## src/rtl/labc_pkg.sv

```systemverilog
package labc_pkg;

  // Field widths of the stream words.
  localparam int KIND_W      = 3;
  localparam int IN_TDATA_W  = 40;
  localparam int OUT_TDATA_W = 32;
  localparam int PERIOD_W    = 16;

  // Default number of LEDs.
  localparam int LED_COUNT_DEF = 4;

  // Blink period after reset, in milliseconds.
  localparam logic [PERIOD_W-1:0] DEFAULT_PERIOD = 16'd1000;

  // Command kinds carried in tuser.
  localparam logic [KIND_W-1:0] KIND_SET_ALL   = 3'd0;
  localparam logic [KIND_W-1:0] KIND_SET_ONE   = 3'd1;
  localparam logic [KIND_W-1:0] KIND_BLINK_CFG = 3'd2;
  localparam logic [KIND_W-1:0] KIND_GET_STATE = 3'd3;
  localparam logic [KIND_W-1:0] KIND_GET_BLINK = 3'd4;
  localparam logic [KIND_W-1:0] KIND_TICK      = 3'd5;

  // Minimum payload lengths.
  localparam logic [7:0] LEN_SET_ALL   = 8'd1;
  localparam logic [7:0] LEN_SET_ONE   = 8'd2;
  localparam logic [7:0] LEN_BLINK_CFG = 8'd4;

  // Operation broadcast to the cell row.
  typedef enum logic [2:0] {
    OP_NONE,
    OP_SET_ALL,
    OP_SET_ONE,
    OP_BLINK,
    OP_TICK,
    OP_SNAP
  } op_e;

  // Kind of response the controller is emitting.
  typedef enum logic [1:0] {
    RSP_PLAIN,
    RSP_STATE,
    RSP_BLINK
  } rsp_e;

  // Command seen by every cell.
  typedef struct packed {
    op_e                 op;
    logic                value_nz;
    logic [PERIOD_W-1:0] period;
  } cmd_t;

  // Blink setting handed along the readout chain.
  typedef struct packed {
    logic                en;
    logic [PERIOD_W-1:0] period;
  } rd_t;

endpackage

```

## src/rtl/labc_cell.sv

```systemverilog
module labc_cell (
  input  logic          clk_i,
  input  logic          rst_ni,
  input  labc_pkg::cmd_t cmd_i,
  input  logic          sel_i,
  input  logic          set_bit_i,
  input  logic          shift_i,
  input  labc_pkg::rd_t rd_i,
  output labc_pkg::rd_t rd_o,
  output logic          mask_o,
  output logic          drive_o
);
  import labc_pkg::*;

  logic                en_q, en_d;
  logic [PERIOD_W-1:0] per_q, per_d;
  logic [PERIOD_W-1:0] elapsed_q, elapsed_d;
  logic                phase_q, phase_d;
  logic                mask_q, mask_d;
  logic                drive_q, drive_d;
  rd_t                 rd_q;
  logic [PERIOD_W-1:0] elapsed_inc;
  logic                toggle;

  // Saturating millisecond count and the half-period compare.
  always_comb begin
    elapsed_inc = (elapsed_q == '1) ? elapsed_q : elapsed_q + 16'd1;
    toggle = en_q && (per_q != '0) && (elapsed_inc >= {1'b0, per_q[PERIOD_W-1:1]});
  end

  // Next state of this LED for the broadcast command.
  always_comb begin
    en_d      = en_q;
    per_d     = per_q;
    elapsed_d = elapsed_q;
    phase_d   = phase_q;
    mask_d    = mask_q;
    drive_d   = drive_q;
    unique case (cmd_i.op)
      OP_SET_ALL: begin
        mask_d  = set_bit_i;
        drive_d = set_bit_i;
      end
      OP_SET_ONE: begin
        if (sel_i) begin
          mask_d  = cmd_i.value_nz;
          drive_d = cmd_i.value_nz;
        end
      end
      OP_BLINK: begin
        if (sel_i) begin
          en_d      = cmd_i.value_nz;
          per_d     = cmd_i.period;
          elapsed_d = '0;
          phase_d   = 1'b0;
        end
      end
      OP_TICK: begin
        if (toggle) begin
          elapsed_d = '0;
          phase_d   = ~phase_q;
          drive_d   = ~phase_q;
        end else begin
          elapsed_d = elapsed_inc;
        end
      end
      OP_NONE, OP_SNAP: begin
      end
      default: begin
      end
    endcase
  end

  // LED state registers.
  always_ff @(posedge clk_i or negedge rst_ni) begin
    if (!rst_ni) begin
      en_q      <= 1'b0;
      per_q     <= DEFAULT_PERIOD;
      elapsed_q <= '0;
      phase_q   <= 1'b0;
      mask_q    <= 1'b0;
      drive_q   <= 1'b0;
    end else begin
      en_q      <= en_d;
      per_q     <= per_d;
      elapsed_q <= elapsed_d;
      phase_q   <= phase_d;
      mask_q    <= mask_d;
      drive_q   <= drive_d;
    end
  end

  // Readout stage: take a snapshot, then pass the word of the next cell along.
  always_ff @(posedge clk_i) begin
    if (cmd_i.op == OP_SNAP) begin
      rd_q.en     <= en_q;
      rd_q.period <= per_q;
    end else if (shift_i) begin
      rd_q <= rd_i;
    end
  end

  assign rd_o    = rd_q;
  assign mask_o  = mask_q;
  assign drive_o = drive_q;

endmodule

```

## src/rtl/led_array_blink_controller_core.sv

```systemverilog
// Command-driven blink controller for a row of LEDs.
// Input channel (s_axis): one word is one command; tuser carries the kind
// (set_all, set_one, blink_config, get_state, get_blink, tick) and tdata the
// payload length, LED index, value and period. A tick stands for one
// millisecond of blink time.
// Output channel (m_axis): every other command gives one result word, get_blink
// gives LED_COUNT words, one per LED from LED 0 up, with tlast on the final one.
// Each word shows the drive lines after the command has been applied.
// The accepted command moves the block into its emit state, where each result
// word is loaded into the single output register; for get_blink the readout
// chain of the LED cells feeds it one word per cycle while the receiver is
// ready. A new command is taken only after the last word has been loaded.
// s_axis_tready is high only while no result of the previous command is left
// to load. When the receiver stalls, the output word holds and the block
// waits; one further command may be taken while a final word still waits.
// Reset: all LEDs off, blinking disabled, periods of 1000 ms, no word pending.
module led_array_blink_controller_core #(
  parameter int LED_COUNT = labc_pkg::LED_COUNT_DEF
) (
  input  logic                             clk_i,
  input  logic                             rst_ni,
  input  logic                             s_axis_tvalid,
  output logic                             s_axis_tready,
  // tdata: payload_length[7:0], led_index[15:8], value[23:16], period[39:24]
  input  logic [labc_pkg::IN_TDATA_W-1:0]  s_axis_tdata,
  // tuser: kind[2:0]
  input  logic [labc_pkg::KIND_W-1:0]      s_axis_tuser,
  output logic                             m_axis_tvalid,
  input  logic                             m_axis_tready,
  // tdata: led_drive[3:0], read_valid[4], read_value[12:5], read_period[28:13],
  // zero fill[31:29]
  output logic [labc_pkg::OUT_TDATA_W-1:0] m_axis_tdata,
  output logic                             m_axis_tlast
);
  import labc_pkg::*;

  localparam int CNT_W = (LED_COUNT > 1) ? $clog2(LED_COUNT) : 1;
  localparam logic ST_IDLE = 1'b0;
  localparam logic ST_EMIT = 1'b1;

  logic [7:0]          in_len;
  logic [7:0]          in_idx;
  logic [7:0]          in_value;
  logic [PERIOD_W-1:0] in_period;
  logic                accept;
  cmd_t                cmd;
  rsp_e                rsp_d, rsp_q;
  logic                state_q, state_d;
  logic [CNT_W-1:0]    cnt_q, cnt_d;
  logic                load;
  logic                shift;
  logic                done;
  logic [LED_COUNT-1:0] mask_vec;
  logic [LED_COUNT-1:0] drive_vec;
  logic [7:0]          mask_ext;
  logic [7:0]          drive_ext;
  rd_t                 rd_chain [LED_COUNT+1];

  logic                m_valid_q;
  logic [3:0]          o_drive_q;
  logic                o_rvalid_q;
  logic [7:0]          o_rvalue_q;
  logic [PERIOD_W-1:0] o_rperiod_q;
  logic                o_last_q;

  assign in_len    = s_axis_tdata[7:0];
  assign in_idx    = s_axis_tdata[15:8];
  assign in_value  = s_axis_tdata[23:16];
  assign in_period = s_axis_tdata[39:24];

  assign s_axis_tready = (state_q == ST_IDLE);
  assign accept        = s_axis_tvalid && s_axis_tready;

  // Decode the accepted word into a broadcast command and a response kind.
  always_comb begin
    cmd.op       = OP_NONE;
    cmd.value_nz = (in_value != 8'd0);
    cmd.period   = in_period;
    rsp_d        = RSP_PLAIN;
    if (accept) begin
      unique case (s_axis_tuser)
        KIND_SET_ALL:   if (in_len >= LEN_SET_ALL) cmd.op = OP_SET_ALL;
        KIND_SET_ONE:   if (in_len >= LEN_SET_ONE) cmd.op = OP_SET_ONE;
        KIND_BLINK_CFG: if (in_len >= LEN_BLINK_CFG) cmd.op = OP_BLINK;
        KIND_GET_STATE: rsp_d = RSP_STATE;
        KIND_GET_BLINK: begin
          cmd.op = OP_SNAP;
          rsp_d  = RSP_BLINK;
        end
        KIND_TICK:      cmd.op = OP_TICK;
        default:        cmd.op = OP_NONE;
      endcase
    end
  end

  // Row of LED cells; the readout chain runs toward cell 0.
  assign rd_chain[LED_COUNT] = '0;

  for (genvar i = 0; i < LED_COUNT; i++) begin : g_cell
    labc_cell u_cell (
      .clk_i     (clk_i),
      .rst_ni    (rst_ni),
      .cmd_i     (cmd),
      .sel_i     (in_idx == 8'(i)),
      .set_bit_i (in_value[i]),
      .shift_i   (shift),
      .rd_i      (rd_chain[i+1]),
      .rd_o      (rd_chain[i]),
      .mask_o    (mask_vec[i]),
      .drive_o   (drive_vec[i])
    );
  end

  assign mask_ext  = 8'(mask_vec);
  assign drive_ext = 8'(drive_vec);

  // Response sequencing.
  assign load  = (state_q == ST_EMIT) && (!m_valid_q || m_axis_tready);
  assign shift = load && (rsp_q == RSP_BLINK);
  assign done  = (rsp_q != RSP_BLINK) || (cnt_q == CNT_W'(LED_COUNT - 1));

  always_comb begin
    state_d = state_q;
    cnt_d   = cnt_q;
    unique case (state_q)
      ST_IDLE: begin
        if (accept) begin
          state_d = ST_EMIT;
          cnt_d   = '0;
        end
      end
      ST_EMIT: begin
        if (load) begin
          if (done) state_d = ST_IDLE;
          else cnt_d = cnt_q + CNT_W'(1);
        end
      end
      default: state_d = ST_IDLE;
    endcase
  end

  always_ff @(posedge clk_i or negedge rst_ni) begin
    if (!rst_ni) begin
      state_q <= ST_IDLE;
      cnt_q   <= '0;
      rsp_q   <= RSP_PLAIN;
    end else begin
      state_q <= state_d;
      cnt_q   <= cnt_d;
      if (accept) rsp_q <= rsp_d;
    end
  end

  // Output register valid flag.
  always_ff @(posedge clk_i or negedge rst_ni) begin
    if (!rst_ni) begin
      m_valid_q <= 1'b0;
    end else if (load) begin
      m_valid_q <= 1'b1;
    end else if (m_axis_tready) begin
      m_valid_q <= 1'b0;
    end
  end

  // Output register payload.
  always_ff @(posedge clk_i) begin
    if (load) begin
      o_drive_q <= drive_ext[3:0];
      o_last_q  <= done;
      unique case (rsp_q)
        RSP_STATE: begin
          o_rvalid_q  <= 1'b1;
          o_rvalue_q  <= mask_ext;
          o_rperiod_q <= '0;
        end
        RSP_BLINK: begin
          o_rvalid_q  <= 1'b1;
          o_rvalue_q  <= {7'd0, rd_chain[0].en};
          o_rperiod_q <= rd_chain[0].period;
        end
        default: begin
          o_rvalid_q  <= 1'b0;
          o_rvalue_q  <= 8'd0;
          o_rperiod_q <= '0;
        end
      endcase
    end
  end

  assign m_axis_tvalid = m_valid_q;
  assign m_axis_tdata  = {3'd0, o_rperiod_q, o_rvalue_q, o_rvalid_q, o_drive_q};
  assign m_axis_tlast  = o_last_q;

endmodule

```

## config.mk

```make
export PLATFORM = sky130hd
export DESIGN_NAME = led_array_blink_controller_core
export DESIGN_NICKNAME = d
export VERILOG_FILES = /design/src/rtl/labc_pkg.sv /design/src/rtl/labc_cell.sv /design/src/rtl/led_array_blink_controller_core.sv
export SDC_FILE = /design/constraint.sdc
export NUM_CORES = 1
export LEC_CHECK = 0
export BUFFER_PORTS_ARGS = -buffer_cell sky130_fd_sc_hd__buf_2
export CORE_ASPECT_RATIO = 1.1
export CORE_MARGIN = 2
export CORE_UTILIZATION = 40
export CTS_CLUSTER_DIAMETER = 150
export CTS_CLUSTER_SIZE = 40
export DETAILED_ROUTE_END_ITERATION = 10
export SETUP_SLACK_MARGIN = 0.2
export SLEW_MARGIN = 20
export SYNTH_ARGS = -nofsm -noshare
export SYNTH_HDL_FRONTEND = slang
export SYNTH_HIERARCHICAL = 1
export SYNTH_SLANG_ARGS = --single-unit
```

## constraint.sdc

```tcl
create_clock -name clk_i -period 8.55 [get_ports clk_i]
set_input_delay 1.2825 -clock clk_i [delete_from_list [all_inputs] [get_ports clk_i]]
set_output_delay 1.2825 -clock clk_i [all_outputs]
set_load 0.1 [all_outputs]
```

# Word-level counts from Yosys, hierarchy flattened
# Index checks and enable logic that the tools add are counted.
# totals
ff_bits	248
out_inout_bits	35
elab_cells	208
# op_classes
n_addsub	5
order_cmp	7
n_eq_ne	36
muxes	66
bitwise_logic	5
n_reduce_logical	48
# op_table
operator	n
2-to-1 mux 16 bit	12
2-to-1 mux 17 bit	8
case mux 16 bit (2 select lines)	4
adder 16 x 1 -> 16 bit (second input constant)	4
equality test 16 bit (second input constant)	4
>= comparator 16 x 15 -> 1 bit	4
nonzero test 16 bit	4
!= test 2 x 1 -> 1 bit (second input constant)	14
AND reduction 3 bit	9
AND reduction 2 bit	12
2-to-1 mux 1 bit	19
case mux 1 bit (2 select lines)	9
equality test 8 x 2 -> 1 bit (second input constant)	2
case mux 3 bit (5 select lines)	1
equality test 3 x 2 -> 1 bit (second input constant)	4
equality test 3 bit (second input constant)	4
case mux 1 bit (3 select lines)	4
logical AND 1 bit	11
2-to-1 mux 2 bit	5
equality test 8 x 1 -> 1 bit (second input constant)	1
>= comparator 8 x 1 -> 1 bit (second input constant)	1
>= comparator 8 x 2 -> 1 bit (second input constant)	1
>= comparator 8 x 3 -> 1 bit (second input constant)	1
logical NOT 8 bit	1
other kinds (16)	28

# Longest topological paths before layout
# Gate-level depths: netlist of the first run.
# logic_depth
ltp_word	7
ltp_mapped	16
ltp_nobuf	14

# Modules after synthesis
# Netlist of the first run, hierarchy kept.
# by_module_without_submodules
module	instances	cells_per_inst	area_per_inst_um2	seq_area_each_um2
labc_cell at g_cell[0].u_cell ...	3	313	3163.0	1418.9
labc_cell at g_cell[1].u_cell	1	313	3153.0	1418.9
led_array_blink_controller_core	1	116	1463.9	930.9

# Worst setup path before layout of the first run
# No wires, ideal clock.
# synth_timing
kind	in2reg
startpoint	in s_axis_tvalid
endpoint	reg g_cell[0].u_cell.elapsed_q[9]
setup_ps	78
arrival_ps	3988
required_time_ps	8472
path_slack_ps	4484
path_stages	9
path_cell_list	nand2b_1 -> buf_2 -> nor3b_1 -> nor2b_1 -> nor2b_1 -> clkbuf_1 -> o211ai_1 -> o221ai_1 -> o2bb2ai_1
# synth_lines
element	line_no	source
start: declaration	led_array_blink_controller_core.sv:22	input logic s_axis_tvalid,
end signal: assignment	labc_cell.sv:86	elapsed_q <= elapsed_d;
end: declaration	labc_cell.sv:17	logic [PERIOD_W-1:0] elapsed_q, elapsed_d;

# Worst setup path after layout of the first run
# layout_timing
startpoint	reg g_cell[1].u_cell.elapsed_q[0]
endpoint	reg g_cell[1].u_cell.elapsed_q[0]
# layout_via
elab_chain_len	6
word_cells_on_any_way	7
classes_between	add/sub: 1; order compare: 1; eq/ne: 1; mux: 3; reduce/logical: 1
# layout_lines
element	line_no	source
start: declaration	labc_cell.sv:17	
start signal: assignment	labc_cell.sv:86	
adder 16 x 1 -> 16 bit or equality test 16 bit (tied branches)	labc_cell.sv:27	elapsed_inc = (elapsed_q == '1) ? elapsed_q : elapsed_q + 16'd1;
2-to-1 mux 16 bit (*)	labc_cell.sv:27	
>= comparator 16 x 15 -> 1 bit	labc_cell.sv:28	toggle = en_q && (per_q != '0) && (elapsed_inc >= {1'b0, per_q[PERIOD_W-1:1]});
logical AND 1 bit	labc_cell.sv:28	
2-to-1 mux 16 bit (*)	labc_cell.sv:59	if (toggle) begin
case mux 16 bit (2 select lines) (*)	labc_cell.sv:39	unique case (cmd_i.op)
# Every way passes the cells marked *; elsewhere a longest branch is shown, timed or not.
# A chain may end at the register's enable or synchronous reset.

==> impl_metrics.py, run 1 <==
metrics = {
    "synth": {
        "synth_edf_count": 94,
        "syn-mean-instance-area_sq_um": 10.31,
        "yosys_warnings": 6,
        "async_reset_ff_share_pct": 61.48,
        "synth_ff_type": "dfrtp_1",
        "syn_inst": 1368,
        "netlist_area_sq_mm": 0.01411,
        "synthDistinctLibCells": 64,
        "synth_seq_cells": 244,
        "ys_seq_area_share_pct": 46.83,
    },
    "placement": {
        "dpl.hpwl_mm": 26.01,
        "placed_area_sq_mm": 0.01490,
        "io_buffers": 74,
        "gp_congestion": 0.8611,
    },
    "power": {
        "p_switching_uw": 1209,
        "internal-power_uw": 1929,
        "p_clk_share_pct": 20.3,
        "power.density_mw_per_mm2": 205.9,
        "p_leak_uw": 0.006346,
        "combPwrFrac_pct": 32.5,
        "vdd_drop_max_mv": 0.1333,
        "finalPower_uw": 3138,
        "sw_frac_of_total_pct": 38.52,
        "pwr-share-seq_pct": 47.2,
    },
    "global_route": {
        "grt_antenna_before_repair": 0,
        "grt-ovfl-total": 0,
        "grt_pass1_wl_mm": 55.56,
        "grt_pass1_vias": 10099,
        "gr-usage-all-layers_pct": 19.09,
        "grt_max_degree": 81,
    },
    "clock_tree": {
        "cts.repair.resized": 0,
        "cts_hold_buf": 0,
        "numCtsBuffers": 10,
        "htreeDepth": 1,
        "cts_setup_buffers": 0,
        "clk_latency_ns": 0.51,
        "cts_tree": "yes",
        "cts_root_buffer": "clkbuf_16",
        "cts_buffer_depth": 3,
        "clk_pin_slew_ns": 0.15,
        "cts_sinks": 244,
    },
    "drt": {
        "wl_met2_mm": 17.45,
        "wl_per_cell_microns": 18.75,
        "drt-met1-wl_mm": 15.65,
        "ant_nets": 0,
        "vias": 10415,
        "detail_route.iter0.violations": 690,
        "top_layer": "met4",
        "wl_mm": 35.24,
        "drcViolationCount": 0,
        "routed-wl-met3_mm": 1.001,
        "viasPerCell": 5.543,
        "first_pass_iters": 5,
    },
    "finish": {
        "seq_area_sq_mm": 0.006606,
        "fin_area_sq_mm": 0.01524,
        "drive_above_1_share_pct": 18.95,
        "fill_cells": 3361,
        "layout.nets": 1545,
        "areaGrowthSynthToFinish_pct": 8.018,
        "n_antenna_cell": 0,
        "post-route-util_pct": 43.59,
        "multiInputGateArea_sq_mm": 0.006867,
    },
    "sta": {
        "finalCritPeriodShare_pct": 50.59,
        "setup_violations": 0,
        "skew_ns": 0.02744,
        "max_freq_ghz": 0.2312,
        "period_minus_slack_ns": 4.325,
        "hold_viol": 0,
        "tightestPinTransition_ns": 1.120,
        "grt_setup_unrepaired": "false",
        "tns_ns": 0,
        "slew_viol_final": 0,
        "slew_headroom_pct": 25.20,
        "holdWs_ns": 0.5021,
    },
    "setup_path": {
        "arrival_ns": 4.75,
        "r2r_end": "g_cell[1].u_cell/elapsed_q[0]",
        "worst-r2r-cell-count": 14,
        "worstPathRequired_ns": 8.98,
        "reg2reg_slack_ns": 4.22,
        "reg2reg_from": "g_cell[1].u_cell/elapsed_q[0]",
        "path_class": "flip-flop to flip-flop",
        "worstPathMaxFanout": 18,
        "endpoint_kind": "flip-flop",
        "worst_setup_path_start_kind": "flip-flop",
    },
    "min_path": {
        "min_to": "cnt_q[0]",
        "min_from": "cnt_q[0]",
        "min_path_type": "flip-flop to flip-flop",
        "hold_path_depth": 1,
    },
    "floorplanning": {
        "num_rows": 72,
        "die-area_sq_mm": 0.03678,
        "initial_core_util_pct": 40.36,
        "die-height_microns": 201.0,
        "core_region_area_sq_mm": 0.03495,
        "chipWidth_microns": 183.1,
        "io-pin-count": 82,
    },
    "job": {
        "maxCapViolCount": 0,
    },
    "outcome": {
        "status": "complete, no violations",
    },
}
## cells in the mapped netlist (12+ instances only)
master / instances / area share, %
nand4_1: 24 / 1.1
dfrtp_1: 126 / 22
edfxtp_1: 94 / 20
inv_1: 101 / 2.7
buf_6: 12 / 0.96
a32o_1: 25 / 1.8
a21oi_1: 48 / 1.7
o21a_1: 20 / 1.1
nor4_1: 24 / 1.1
nor3_1: 14 / 0.50
xnor2_1: 17 / 1.1
ha_1: 67 / 5.9
nor2_1: 39 / 1.0
and2_1: 27 / 1.2
o21ai_0: 90 / 3.2
dfstp_2: 24 / 4.5
a31oi_1: 24 / 1.1
nor2b_1: 15 / 0.67
clkbuf_1: 33 / 0.88
nand2b_1: 27 / 1.2
nand3_1: 45 / 1.6
nand2_1: 180 / 4.8
o22ai_1: 24 / 1.1
mux2_2: 84 / 6.7
## power by group through the flow
stage          Clock, uW  Combinational [uW]  Sequential, uW
2_1_floorplan          0                 608            1680
3_3_place_gp           0                1000            1500
3_5_place_dp           0                1020            1500
4_1_cts              665                1030            1480
5_1_grt              698                1120            1500
6_report             638                1020            1480
## kinds of logic (layout without fill, tap and decap cells)
kind of cell / Yosys count / in the layout / synth area share (%)
other cells: 1 / 24 / 0.02658
simple gates: 463 / 463 / 17.24
xor+xnor: 25 / 25 / 1.552
mux: 97 / 97 / 7.770
fa+ha+maj: 67 / 67 / 5.943
buf+inv: 163 / 207 / 5.269
compound gates: 308 / 308 / 15.36
flops: 244 / 244 / 46.83
## layout by cell type (no fill, tap or decap), drive strengths merged, types with 28 or more instances in the layout
cell,Yosys,routed
edfxtp,94,94
ha,67,67
nor2,39,39
nand2,184,184
a21oi,48,48
mux2,88,88
nand3,53,53
o21ai,94,94
nand4,28,28
nor4,32,32
buf,29,90
inv,101,102
dfrtp,126,126
## critical path, stage by stage, from the launching register on
cell and delay [ns]:
dfrtp_1 0.47, ha_1 0.21, nand2_1 0.14, nor2_1 0.23, nand3b_1 0.37, nand2b_1 0.27, nor2_1 0.07, xor2_1 0.15
ha_1 0.30, a211oi_1 0.20, nand2_1 0.09, o21a_1 0.21, o41ai_4 0.96, nand2_2 0.28, o31ai_1 0.28
## routing by layer
metal  vias to the layer above  track usage [%]
met5                         -                0
met4                         0            6.086
met3                        55            1.905
met2                       179            33.12
met1                      5079            25.04
li1                       5102                -
## registers in the layout (all words and copies together) (netlist names)
| signal | flops |
|---|---|
| g_cell.u_cell/rd_o | 68 |
| g_cell.u_cell/elapsed_q | 64 |
| g_cell.u_cell/per_q | 64 |
| o_rperiod_q | 16 |
| g_cell.u_cell/drive_o | 4 |
| g_cell.u_cell/en_q | 4 |
| g_cell.u_cell/mask_o | 4 |
| g_cell.u_cell/phase_q | 4 |
| o_drive_q | 4 |
| o_rvalue_q | 4 |
| cnt_q | 2 |
| rsp_q | 2 |
| m_axis_tlast | 1 |
| m_axis_tvalid | 1 |
| o_rvalid_q | 1 |
| state_q | 1 |
## worst max-delay path by stage
stage / start / to / slack, ns / cells after the start
floorplan: s_axis_tvalid / g_cell[0].u_cell/elapsed_q[9] / 4.48 / 9
global placement: s_axis_tdata[2] / g_cell[3].u_cell/rd_o[6] / 4.05 / 8
detailed placement: s_axis_tdata[2] / g_cell[3].u_cell/rd_o[4] / 3.97 / 8
CTS: g_cell[1].u_cell/elapsed_q[0] / g_cell[1].u_cell/elapsed_q[0] / 4.23 / 14
global route: g_cell[1].u_cell/elapsed_q[0] / g_cell[1].u_cell/elapsed_q[0] / 3.78 / 14
finish: g_cell[1].u_cell/elapsed_q[0] / g_cell[1].u_cell/elapsed_q[0] / 4.22 / 14
## layout make-up
class                   count  area share [%]
well taps                 444           3.646
repair buffers             90           3.260
inverters                 101           2.488
multi-input cells         984           45.06
clock buffers              14           1.880
flip-flops and latches    244           43.36
clock inverters             2          0.3038
## through the flow
stage	instances	setup WS, ns
3_3_place_gp	1863	4.055
5_1_grt	1879	3.782
3_5_place_dp	1863	3.974
4_1_cts	1879	4.229
2_1_floorplan	1391	4.484
6_report	1879	4.225
Note: power is estimated with default switching activity, not from simulation.
==> inputs of run 2 (changes only) <==
Clock period 8.55 ns to 3.85 ns, I/O delays scaled along.
==> impl_metrics.py, run 2 (synthesized netlist as in run 1, its figures left out) <==
metrics = {
    "setup_path": {
        "critPathTopFamily": "compound AO/OA/AOI/OAI gates",
        "arrival_ns": 3.89,
        "reg2reg_slack_ns": 0.38,
        "worst-r2r-cell-count": 16,
        "endpoint_kind": "flip-flop",
        "path_class": "flip-flop to flip-flop",
        "reg2reg_from": "g_cell[0].u_cell/elapsed_q[0]",
        "path_cells": "ha_1, nand2_1, nor2_2, nand3b_1, buf_4, nand3_1, nand2_1, nand2_1, ha_1, o21ai_0, a2111oi_2, o21a_1, o41ai_4, buf_6, nand2_2, o31ai_2",
        "critPathSlowestCell": "dfrtp_2",
        "r2r_end": "g_cell[0].u_cell/elapsed_q[0]",
        "worst_setup_path_start_kind": "flip-flop",
        "startpoint": "g_cell[0].u_cell/elapsed_q[0]",
        "worstPathMaxFanout": 18,
        "cp.buffers_inverters": 2,
        "worstPathRequired_ns": 4.27,
        "max_stage_delay_ns": 0.48,
        "worst_path_most_repeated_cell": "nand2_1",
    },
    "drt": {
        "ant_nets": 0,
        "first_pass_iters": 5,
        "detail_route.iter0.violations": 752,
        "vias": 10565,
        "viasPerCell": 5.517,
        "drcViolationCount": 0,
        "wl_mm": 35.26,
        "wl_per_cell_microns": 18.41,
    },
    "power": {
        "sw_frac_of_total_pct": 38.05,
        "combPwrFrac_pct": 33.1,
        "vdd_drop_max_mv": 0.4662,
        "p_leak_uw": 0.006550,
        "power.density_mw_per_mm2": 454.2,
        "p_clk_share_pct": 20.7,
        "p_switching_uw": 2698,
        "internal-power_uw": 4392,
        "finalPower_uw": 7090,
        "pwr-share-seq_pct": 46.2,
    },
    "job": {
        "maxCapViolCount": 0,
    },
    "sta": {
        "hold_viol": 0,
        "skew_ns": 0.03335,
        "finalCritPeriodShare_pct": 90.15,
        "tightestPinTransition_ns": 1.150,
        "setup_violations": 0,
        "grt_setup_unrepaired": "true",
        "tns_ns": 0,
        "slew_viol_final": 0,
        "max_freq_ghz": 0.2881,
        "period_minus_slack_ns": 3.471,
        "fin_ws_ns": 0.3791,
        "slew_headroom_pct": 23.20,
    },
    "global_route": {
        "grt_antenna_before_repair": 2,
        "grt_pass1_vias": 10148,
        "grt_max_degree": 62,
        "grt-ovfl-total": 0,
        "grt_pass1_wl_mm": 55.66,
        "gr-usage-all-layers_pct": 19.11,
    },
    "clock_tree": {
        "htreeDepth": 1,
        "cts_buffer_depth": 3,
        "clk_latency_ns": 0.50,
        "numCtsBuffers": 10,
        "cts_tree": "yes",
        "cts_root_buffer": "clkbuf_16",
        "cts_hold_buf": 0,
        "clk_pin_slew_ns": 0.14,
        "cts_sinks": 244,
    },
    "finish": {
        "largest_reg_flops": 68,
        "layout_commonest_cell": "nand2_1",
        "final_cell_mix": "179 x nand2_1, 122 x dfrtp_1, 101 x inv_1",
        "areaGrowthSynthToFinish_pct": 10.67,
        "layout.nets": 1579,
        "fin_cells": 1915,
        "drive_above_1_share_pct": 21.85,
    },
    "outcome": {
        "status": "complete, no violations",
    },
    "placement": {
        "pre_cts_slack_ns": 0.1411,
        "dpl.hpwl_mm": 26.59,
        "io_buffers": 74,
        "gp_congestion": 0.8882,
        "place_inst": 1886,
    },
    "floorplanning": {
        "die-height_microns": 201.0,
        "chipWidth_microns": 183.1,
        "die-area_sq_mm": 0.03678,
        "io-pin-count": 82,
        "initial_core_util_pct": 40.36,
        "num_rows": 72,
        "core_region_area_sq_mm": 0.03495,
    },
    "min_path": {
        "min_path_type": "input port to asynchronous set/reset pin",
    },
}
## run 2: how the worst max path moves through the flow
| stage | end | cells past startpoint |
|---|---|---|
| after floorplan | g_cell[0].u_cell/elapsed_q[9] | 9 |
| after global placement | g_cell[3].u_cell/elapsed_q[0] | 14 |
| after detailed placement | g_cell[3].u_cell/elapsed_q[11] | 15 |
| after CTS | g_cell[3].u_cell/elapsed_q[11] | 15 |
| after global routing | g_cell[0].u_cell/elapsed_q[5] | 15 |
| final | g_cell[0].u_cell/elapsed_q[0] | 16 |
## run 2: cell type report
cell class | count | area (sq um)
Antenna cell | 2 | 5.005
Clock buffer | 13 | 282.8
Clock inverter | 3 | 76.32
Fill cell | 3321 | 19340
Inverter | 101 | 379.1
Multi-Input combinational cell | 984 | 6925
Sequential cell | 244 | 6611
Tap cell | 444 | 555.5
Timing Repair Buffer | 124 | 775.7
## run 2: what timing repair did
action                     in CTS  in global routing
gates resized for setup         2                 21
setup buffers                   0                 11
setup endpoints to repair      16                 68
pin swaps                       0                  2
## run 2: routing by layer
layer  track usage, %  vias to the layer above  wire length [microns]
met4            5.343                        0                   1015
met3            1.488                       51                    891
met2            33.64                      194                  17840
met5                0                        -                      0
li1                 -                     5161                      -
met1            25.23                     5159                  15510
## run 2: worst register-to-register path, cell delays in order (launching register included)
cell and delay, ns:
dfrtp_2 0.48, ha_1 0.24, nand2_1 0.19, nor2_2 0.09
nand3b_1 0.19, buf_4 0.19, nand3_1 0.11, nand2_1 0.09
nand2_1 0.06, ha_1 0.27, o21ai_0 0.22, a2111oi_2 0.13
o21a_1 0.15, o41ai_4 0.35, buf_6 0.24, nand2_2 0.16
o31ai_2 0.22
## run 2: power groups by stage
stage               Clock (uW)  Combinational (uW)  Sequential [uW]
global placement             0                2260             3320
floorplan                    0                1350             3720
CTS                       1520                2310             3280
detailed placement           0                2300             3330
global route              1600                2580             3320
finish                    1470                2350             3270
## run 2: through the flow
stage / cell area (sq um) / utilization (%) / hold slack [ns]
after global routing: 15610 / 44.66 / 0.1026
after global placement: 15090 / 43.16 / 0.4757
after floorplan: 14190 / - / 0.2819
final: 15610 / 44.66 / 0.04726
after CTS: 15450 / 44.21 / 0.07824
after detailed placement: 15090 / 43.17 / 0.4712
==> inputs of run 3 (changes only) <==
Clock period 3.85 ns to 3.4 ns, I/O delays scaled along.
==> impl_metrics.py, run 3 (synthesized netlist as in run 1, its figures left out) <==
metrics = {
    "setup_path": {
        "worst_setup_path_start_kind": "flip-flop",
        "path_cells": "nand4_1, nand3b_1, buf_4, buf_6, nand4_1, nand2_1, ha_1, o21ai_2, a2111oi_4, o21a_1, o41ai_4, buf_4, clkbuf_16, a32o_1",
        "reg2reg_from": "g_cell[1].u_cell/elapsed_q[15]",
        "worst-r2r-cell-count": 14,
        "critPathSlowestCell": "dfrtp_2",
        "cp.buffers_inverters": 4,
        "r2r_end": "g_cell[1].u_cell/elapsed_q[1]",
        "worstPathMaxFanout": 8,
        "startpoint": "g_cell[1].u_cell/elapsed_q[15]",
        "reg2reg_slack_ns": 0.1,
        "path_depth": 14,
        "worstPathRequired_ns": 3.79,
        "max_stage_delay_ns": 0.42,
        "arrival_ns": 3.69,
        "endpoint_kind": "flip-flop",
        "critPathTopFamily": "compound AO/OA/AOI/OAI gates",
        "cp-endpoint": "g_cell[1].u_cell/elapsed_q[1]",
        "path_class": "flip-flop to flip-flop",
    },
    "floorplanning": {
        "chipWidth_microns": 183.1,
        "core_region_area_sq_mm": 0.03495,
        "die-height_microns": 201.0,
        "num_rows": 72,
        "io-pin-count": 82,
        "initial_core_util_pct": 40.36,
        "die-area_sq_mm": 0.03678,
    },
    "finish": {
        "areaGrowthSynthToFinish_pct": 28.23,
        "final_cell_mix": "161 x nand2_1, 154 x buf_4, 122 x dfrtp_1",
        "fill_cells": 3040,
        "layout_commonest_cell": "nand2_1",
        "seq_area_sq_mm": 0.006611,
        "drive_above_1_share_pct": 37.62,
        "layout.nets": 1718,
        "fin_area_sq_mm": 0.01809,
        "post-route-util_pct": 51.75,
        "multiInputGateArea_sq_mm": 0.008170,
        "largest_reg_flops": 68,
    },
    "sta": {
        "tns_ns": 0,
        "slew_viol_final": 0,
        "skew_ns": 0.03892,
        "period_minus_slack_ns": 3.303,
        "slew_headroom_pct": 36.77,
        "grt_setup_unrepaired": "true",
        "tightestPinTransition_ns": 0.9442,
        "finalCritPeriodShare_pct": 97.14,
        "max_freq_ghz": 0.3028,
        "fin_ws_ns": 0.09738,
        "setup_violations": 0,
        "hold_viol": 0,
    },
    "drt": {
        "wl_per_cell_microns": 19.57,
        "drcViolationCount": 0,
        "ant_nets": 0,
        "wl_mm": 40.20,
        "viasPerCell": 5.606,
        "first_pass_iters": 5,
        "detail_route.iter0.violations": 837,
        "vias": 11515,
    },
    "global_route": {
        "grt_pass1_wl_mm": 60.38,
        "grt_pass1_vias": 11095,
        "grt_max_degree": 74,
        "grt-ovfl-total": 0,
        "gr-usage-all-layers_pct": 20.60,
        "grt_antenna_before_repair": 4,
    },
    "clock_tree": {
        "clk_latency_ns": 0.51,
        "numCtsBuffers": 10,
        "cts_hold_buf": 0,
        "cts_buffer_depth": 3,
        "cts_tree": "yes",
        "htreeDepth": 1,
        "cts_sinks": 244,
        "clk_pin_slew_ns": 0.16,
        "cts_root_buffer": "clkbuf_16",
    },
    "placement": {
        "gp_congestion": 0.9091,
        "io_buffers": 74,
        "placed_area_sq_mm": 0.01567,
        "pre_cts_slack_ns": -0.01655,
        "dpl.hpwl_mm": 27.84,
    },
    "outcome": {
        "status": "complete, no violations",
    },
    "min_path": {
        "min_path_type": "input port to asynchronous set/reset pin",
    },
    "power": {
        "vdd_drop_max_mv": 0.4692,
        "finalPower_uw": 8666,
        "p_leak_uw": 0.007568,
        "power.density_mw_per_mm2": 479.1,
    },
    "job": {
        "maxCapViolCount": 0,
    },
}
run 3: cell count changes in the layout (fill, tap and decap cells not counted), sizes merged:
cell / delta
clkinv: -1
buf: +136
bufinv: -1
clkbuf: +4
inv: +1
run 3: power by group:
group / internal (uW) / total [uW] / switching (uW)
registers: 3420 / 3650 / 223
clock network: 632 / 1600 / 970
logic: 1240 / 3420 / 2180
total: 5290 / 8670 / 3370
run 3: worst reg2reg max path, delay by kind of cell (launching register included):
kind                       cells  cell delay (ns)
buffers and inverters          4             0.65
and+or+nand+nor                4             0.86
DFF                            1             0.42
adders and majority gates      1             0.31
AOI/OAI and AO/OA              5             0.95
run 3: routing by layer:
metal,up-vias,share of wire [%],global-route usage [%],wire [microns]
li1,5454,-,-,-
met1,5694,41,26.55,16640
met2,299,52,37.01,20740
met3,68,3.8,1.542,1508
met4,0,3.3,5.857,1308
met5,-,0,0,0
run 3: timing repair:
item / CTS / global route
setup endpoints to repair: 67 / 67
gates cloned: 3 / 2
buffers inserted: 41 / 35
pin swaps: 45 / 125
gates resized for setup: 69 / 199
run 3: final cells by class:
| type | instances | share of cell area [%] |
|---|---|---|
| Multi-Input combinational cell | 984 | 45.17 |
| Sequential cell | 244 | 36.55 |
| Timing Repair Buffer | 263 | 11.25 |
| Tap cell | 444 | 3.071 |
| Inverter | 101 | 2.096 |
| Clock buffer | 14 | 1.584 |
| Clock inverter | 2 | 0.2559 |
| Antenna cell | 2 | 0.02767 |
run 3: how the worst min path moves through the flow:
stage               startpoint                        endpoint  cells past startpoint
floorplan               rst_ni                        cnt_q[0]                      0
global placement      cnt_q[0]                        cnt_q[0]                      1
detailed placement    cnt_q[0]                        cnt_q[0]                      1
CTS                     rst_ni  g_cell[0].u_cell/elapsed_q[12]                      1
global route            rst_ni   g_cell[0].u_cell/elapsed_q[3]                      1
finish                  rst_ni   g_cell[0].u_cell/elapsed_q[3]                      1
run 3: per-stage QoR:
step | instances | hold slack, ns
floorplan | 1391 | 0.2144
global placement | 1955 | 0.4785
detailed placement | 1955 | 0.4801
CTS | 2015 | 0.07126
global route | 2054 | 0.08277
finish | 2054 | 0.04637
